<file path="config.mk">
export PLATFORM = sky130hd
export DESIGN_NAME = pixel_square_root
export DESIGN_NICKNAME = d
export VERILOG_FILES = /design/src/rtl/core/psr_pkg.sv /design/src/rtl/core/pixel_square_root.sv
export SDC_FILE = /design/constraint.sdc
export NUM_CORES = 1
export LEC_CHECK = 0
export BUFFER_PORTS_ARGS = -buffer_cell sky130_fd_sc_hd__buf_2
export CAP_MARGIN = 25
export CORE_MARGIN = 10
export CORE_UTILIZATION = 60
export DETAILED_ROUTE_END_ITERATION = 10
export PLACE_DENSITY = 0.77
export RECOVER_POWER = 100
export REMOVE_ABC_BUFFERS = 1
export SYNTH_ARGS = -nofsm -noshare
export SYNTH_HDL_FRONTEND = slang
export SYNTH_SLANG_ARGS = --single-unit
</file>
<file path="constraint.sdc">
create_clock -name clk -period 60 [get_ports clk]
set_clock_uncertainty 0.2 [all_clocks]
set_input_delay 9 -clock clk [delete_from_list [all_inputs] [get_ports clk]]
set_output_delay 9 -clock clk [all_outputs]
set_load 0.02 [all_outputs]
</file>
<file path="src/rtl/core/psr_pkg.sv">
// Shared constants for the pixel square root pipeline.
`timescale 1ns / 1ps

package psr_pkg;

  localparam int PIXEL_BITS_DEF = 16;
  localparam int FRAC_BITS_DEF  = 8;
  localparam int ROOT_OUT_W     = 16;

  localparam logic MODE_INT  = 1'b0;
  localparam logic MODE_FRAC = 1'b1;

  localparam logic [ROOT_OUT_W-1:0] ROOT_SAT = '1;

endpackage

</file>
<file path="src/rtl/core/pixel_square_root.sv">
// Top level: pipelined digit-by-digit square root of signed pixels.
// Pipeline: one input register, then one register stage per root bit.
// Throughput: one request per cycle; the whole pipeline holds while a result waits.
// Reset: rst_n low synchronously empties the pipeline and sets output_mode to 0.
`timescale 1ns / 1ps

module pixel_square_root #(
  parameter int PIXEL_BITS = psr_pkg::PIXEL_BITS_DEF,
  parameter int FRAC_BITS  = psr_pkg::FRAC_BITS_DEF
) (
  input  logic                                clk,
  input  logic                                rst_n,
  input  logic                                cfg_wr_en,
  input  logic                                cfg_wr_data,   // output_mode
  input  logic                                in_tvalid,
  output logic                                in_tready,
  input  logic [((PIXEL_BITS+7)/8)*8-1:0]     in_tdata,      // pixel
  output logic                                out_tvalid,
  input  logic                                out_tready,
  output logic [psr_pkg::ROOT_OUT_W-1:0]      out_tdata,     // root
  output logic                                out_tuser      // clamped
);

  localparam int ROOT_W = (PIXEL_BITS + 2 * FRAC_BITS) / 2;
  localparam int RAD_W  = 2 * ROOT_W;
  localparam int REM_W  = ROOT_W + 2;

  logic                output_mode_r;
  logic                en;
  logic                neg;
  logic [RAD_W-1:0]    mag;
  logic [RAD_W-1:0]    rad_in;

  logic [ROOT_W:0]     vld_r;
  logic [ROOT_W:0]     clamp_r;
  logic [RAD_W-1:0]    rad_r  [0:ROOT_W];
  logic [REM_W-1:0]    rem_r  [0:ROOT_W];
  logic [ROOT_W-1:0]   root_r [0:ROOT_W];

  logic [RAD_W-1:0]    rad_nxt  [1:ROOT_W];
  logic [REM_W-1:0]    rem_nxt  [1:ROOT_W];
  logic [ROOT_W-1:0]   root_nxt [1:ROOT_W];
  logic [REM_W-1:0]    rem_sh   [0:ROOT_W-1];
  logic [REM_W-1:0]    trial    [0:ROOT_W-1];
  logic [ROOT_W-1:0]   ge;

  assign en        = !(vld_r[ROOT_W] && !out_tready);
  assign in_tready = en;

  always_ff @(posedge clk) begin
    if (!rst_n) begin
      output_mode_r <= psr_pkg::MODE_INT;
    end else if (cfg_wr_en) begin
      output_mode_r <= cfg_wr_data;
    end
  end

  always_comb begin
    neg = in_tdata[PIXEL_BITS-1];
    mag = RAD_W'(in_tdata[PIXEL_BITS-2:0]);
    if (neg) begin
      rad_in = '0;
    end else if (output_mode_r == psr_pkg::MODE_FRAC) begin
      rad_in = mag << (2 * FRAC_BITS);
    end else begin
      rad_in = mag;
    end
  end

  always_comb begin
    for (int k = 0; k < ROOT_W; k++) begin
      rem_sh[k]       = {rem_r[k][REM_W-3:0], rad_r[k][RAD_W-1 -: 2]};
      trial[k]        = {root_r[k], 2'b01};
      ge[k]           = (rem_sh[k] >= trial[k]);
      rem_nxt[k+1]    = ge[k] ? (rem_sh[k] - trial[k]) : rem_sh[k];
      root_nxt[k+1]   = {root_r[k][ROOT_W-2:0], ge[k]};
      rad_nxt[k+1]    = rad_r[k] << 2;
    end
  end

  always_ff @(posedge clk) begin
    if (!rst_n) begin
      vld_r <= '0;
    end else if (en) begin
      vld_r <= {vld_r[ROOT_W-1:0], in_tvalid};
    end
  end

  always_ff @(posedge clk) begin
    if (en) begin
      clamp_r   <= {clamp_r[ROOT_W-1:0], neg};
      rad_r[0]  <= rad_in;
      rem_r[0]  <= '0;
      root_r[0] <= '0;
      for (int k = 1; k <= ROOT_W; k++) begin
        rad_r[k]  <= rad_nxt[k];
        rem_r[k]  <= rem_nxt[k];
        root_r[k] <= root_nxt[k];
      end
    end
  end

  generate
    if (ROOT_W > psr_pkg::ROOT_OUT_W) begin : g_sat
      assign out_tdata = (|root_r[ROOT_W][ROOT_W-1:psr_pkg::ROOT_OUT_W]) ?
                         psr_pkg::ROOT_SAT :
                         root_r[ROOT_W][psr_pkg::ROOT_OUT_W-1:0];
    end else begin : g_nosat
      assign out_tdata = psr_pkg::ROOT_OUT_W'(root_r[ROOT_W]);
    end
  endgenerate

  assign out_tvalid = vld_r[ROOT_W];
  assign out_tuser  = clamp_r[ROOT_W];

endmodule

</file>
# Word level (Yosys, flattened, before mapping)
# Memories as Yosys holds them, arrays and structs flattened.
# Cells that the tools add are included.
# Widths: inputs -> output; s select.
dict set report totals {
  regBits 35
  latch_bits 0
  ramBits 1122
  rom_bits 0
  input_bits 22
  memories 3
}
# name depth word_bits rd rd_clocked_by_memory_dff wr line_no
set memory_table {}
lappend memory_table {rad_r 17 32 16 0 17 pixel_square_root.sv:36} ;# logic [RAD_W-1:0] rad_r [0:ROOT_W];
lappend memory_table {rem_r 17 18 16 0 17 pixel_square_root.sv:37} ;# logic [REM_W-1:0] rem_r [0:ROOT_W];
lappend memory_table {root_r 17 16 17 0 17 pixel_square_root.sv:38} ;# logic [ROOT_W-1:0] root_r [0:ROOT_W];
dict set report op_classes {
  add_sub_neg 16
  multipliers 0
  div 0
  n_lt_le_gt_ge 16
  n_eq_ne 0
  shift 0
  n_mux 19
  bitwise 0
  n_reduce_logical 3
}
# op n
set ops {}
lappend ops {{$ge 18x18->1} 16}
lappend ops {{$mux 18} 16}
lappend ops {{$sub 18x18->18} 16}
lappend ops {{$mux 32} 1}
lappend ops {{$mux 31} 1}
lappend ops {{$logic_not 1->1} 2}
lappend ops {{$logic_and 1x1->1} 1}
lappend ops {{$mux 1} 1}

# Logic depth before layout (Yosys ltp)
dict set report logic_depth {
  depth_word 3
  mapped_depth 11
}

# Least setup slack after synthesis
# No wires, ideal clock.
dict set report synth_path {
  kind {input port to output port}
  from {input out_tready}
  to {output in_tready}
  t_arrival_ps 26659
  required_time_ps 50800
  slack_ps 24141
  cell_stages 4
  cell_sequence {nor2b_1 > clkbuf_1 > clkinv_1 > buf_1}
}
dict set report synth_between {
  elab_chain_len 3
}
# element line_no
set synth_rtl {}
lappend synth_rtl {{start: declaration} pixel_square_root.sv:19} ;# input logic out_tready,
lappend synth_rtl {{$logic_not 1->1} pixel_square_root.sv:47} ;# assign en = !(vld_r[ROOT_W] && !out_tready);
lappend synth_rtl {{$logic_and 1x1->1} pixel_square_root.sv:47}
lappend synth_rtl {{$logic_not 1->1} pixel_square_root.sv:47}
lappend synth_rtl {{end: declaration} pixel_square_root.sv:16} ;# output logic in_tready,
# No other way between the ends.

==> flow_metrics.py <==
metrics = {
    "sta": {
        "setup_viol": 0,
        "max_clock_freq_mhz": 41.0,
        "fin_setup_tns_ns": 0,
        "worst_slew_pin_slew_ns": 9.63,
        "slew_viol_final": 652,
        "period_needed_ns": 24.40,
        "timing.slew.headroom": -5.42,
        "hold_viol_final": 0,
        "rsz0062_at_grt": "no",
        "finalCritPeriodShare": 0.407,
    },
    "die": {
        "core_mm2": 0.0477,
        "io_pins": 41,
        "die-area_mm2": 0.0574,
        "rows": 80,
        "start_util": 0.606,
        "die_w_um": 240,
        "fp.dieH_um": 240,
    },
    "worst_setup_path": {
        "end_kind": "flop",
        "cp_slowest_cell": "clkbuf_1",
        "path_class": "input pin to flop",
        "cp.buffers_inverters": 5,
        "required_ns": 59.70,
        "worstPathCellList": "buf_2 -> nor2b_1 -> clkbuf_1 -> clkinvlp_2 -> clkbuf_1 -> clkbuf_1",
        "cp_slowest_stage_delay_ns": 7.23,
        "worstSetupStartpointType": "input pin",
        "cpMostUsedCell": "clkbuf_1",
        "crit_arrival_ns": 24.10,
        "crit_family": "buffers and inverters",
        "crit_fanout": 203,
    },
    "clocking": {
        "tritoncts": "done",
        "root_buffer": "clkbuf_16",
        "clock-sinks": 651,
        "cts_hold_buf": 0,
        "cts_inserted_buffers": 67,
        "clkTransAtPathRegs_ns": 0.07,
        "cts-resized-gates": 0,
        "post-cts-setup-buffers": 0,
        "ctsLongestPathBuffers": 3,
        "clock_latency_ns": 0.59,
        "h-tree-depth": 3,
    },
    "synthesis": {
        "syn_avg_cell_area_um2": 13.5,
        "synth-async-reset-ratio": 0,
        "synthCells": 2143,
        "synth_edf_count": 633,
        "synthFlopType": "edfxtp_1",
        "yosys.area.top_type": "edfxtp_1",
        "synth_seq_area_share": 0.669,
        "ys_warn_count": 0,
        "synth_area_mm2": 0.0289,
        "synth_top_area_frac": 0.657,
        "yosysMostFrequentCell": "edfxtp_1",
        "synth_area_leaders": "edfxtp_1 (66%), ha_1 (6.4%), xnor2_1 (2.5%)",
        "ys_seq_elements": 651,
        "ys_types": 77,
        "synthTopCellsByCount": "edfxtp_1 (633), inv_1 (176), nand2_1 (157)",
    },
    "routing": {
        "first_iter_violations": 1174,
        "wl_met1_mm": 20.7,
        "dr.pass1.iters": 5,
        "drcViolationCount": 0,
        "wl_per_cell_um": 16.4,
        "dr_wl_met2_mm": 23.6,
        "wl_mm": 47.5,
        "viasPerCell": 5.67,
        "via_count": 16379,
        "ant_nets": 0,
        "routed.top_layer": "met4",
        "dr_wl_met3_mm": 2.05,
    },
    "placement": {
        "dp_cells": 2772,
        "portBuffers": 40,
        "dp_hpwl_mm": 31.5,
        "gp_congestion": 0.889,
    },
    "pwr": {
        "peakVddDrop_v": 0.0000422,
        "p_per_area_mw_per_mm2": 38.6,
        "leakage_nw": 12.7,
    },
    "final_layout": {
        "nNetsFinal": 2398,
        "antenna_cells": 0,
        "finish.utilization": 0.666,
        "fin_cells": 2890,
        "drive_gt1_frac": 0.0615,
        "area_delta_synth_final_pct": 9.85,
    },
    "grt": {
        "grt_util_all_layers": 0.168,
        "antenna_found_initial": 0,
        "grt_max_degree": 204,
        "grt_pass1_wl_mm": 78.7,
        "grt_pass1_vias": 16326,
        "overflow": 0,
    },
    "flow_run": {
        "drv_cap": 7,
    },
    "status": {
        "outcome": "finished with violations",
        "violations": "max-capacitance violations, max-slew violations",
    },
    "hold_path": {
        "hold_path_class": "flop to flop",
    },
}
[metal layers]
| metal | up-vias | track usage |
|---|---|---|
| met5 | - | 0 |
| met3 | 82 | 0.0372 |
| met4 | 0 | 0.0525 |
| met2 | 304 | 0.286 |
| met1 | 7940 | 0.210 |
| li1 | 8053 | - |
[state kept, by name (all words and copies together) (netlist names)]
signal and cells:
rad_r 262, output_mode_r 1, root_r 136, rem_r 218, clamp_r 17, vld_r 17
[kinds of logic after synthesis]
family	share of synthesized area
other	0.000130
AOI/OAI and AO/OA	0.0881
and+or+nand+nor	0.0919
DFF	0.669
buffers and inverters	0.0288
xor gates and xnor gates	0.0472
adders and majority gates	0.0647
muxes	0.00956
[worst paths after layout]
kind                     start             to  slack [ns]  cells after the start
setup / recovery    out_tready  rem_r[0][238]       35.60                      6
hold / removal    rad_r[0][91]  rad_r[0][125]        0.21                      0
setup reg to reg     vld_r[16]  rem_r[0][238]       43.70                      5
hold reg to reg   rad_r[0][91]  rad_r[0][125]        0.21                      0
[power breakdown]
| group | total (mW) | internal [mW] | switching, mW |
|---|---|---|---|
| Combinational | 0.213 | 0.0950 | 0.118 |
| Clock | 0.388 | 0.224 | 0.164 |
| Sequential | 0.626 | 0.584 | 0.0414 |
| Total | 1.23 | 0.903 | 0.323 |
[cell usage in the layout, fill, tap and decap left out, types with 54 or more instances in the layout]
master     instances
inv_1            177
a21oi_1          114
nand2_1          157
ha_1             148
xnor2_1           83
edfxtp_1         633
o21ai_0          113
nor3_1            54
xor2_1            73
nor2_1           122
clkbuf_16         69
[layout make-up]
type | count | area [um2]
flip-flops and latches | 651 | 19400
fillers | 3305 | 16000
multi-input cells | 1276 | 8700
clock buffers | 83 | 1780
well taps | 615 | 769
inverters | 178 | 669
clock inverters | 34 | 269
repair buffers | 53 | 223
[metrics by stage]
stage	cell area, um2	hold slack (ns)	total power, mW	setup slack, ns
finish	31800	0.205	1.23	35.60
global route	31800	0.213	1.29	33.73
CTS	31900	0.209	1.24	40.77
detailed placement	29900	0.205	0.846	40.77
global placement	29900	0.200	0.833	40.78
floorplan	28800	0.200	0.789	29.02
Power figures use the tool's default switching activity.
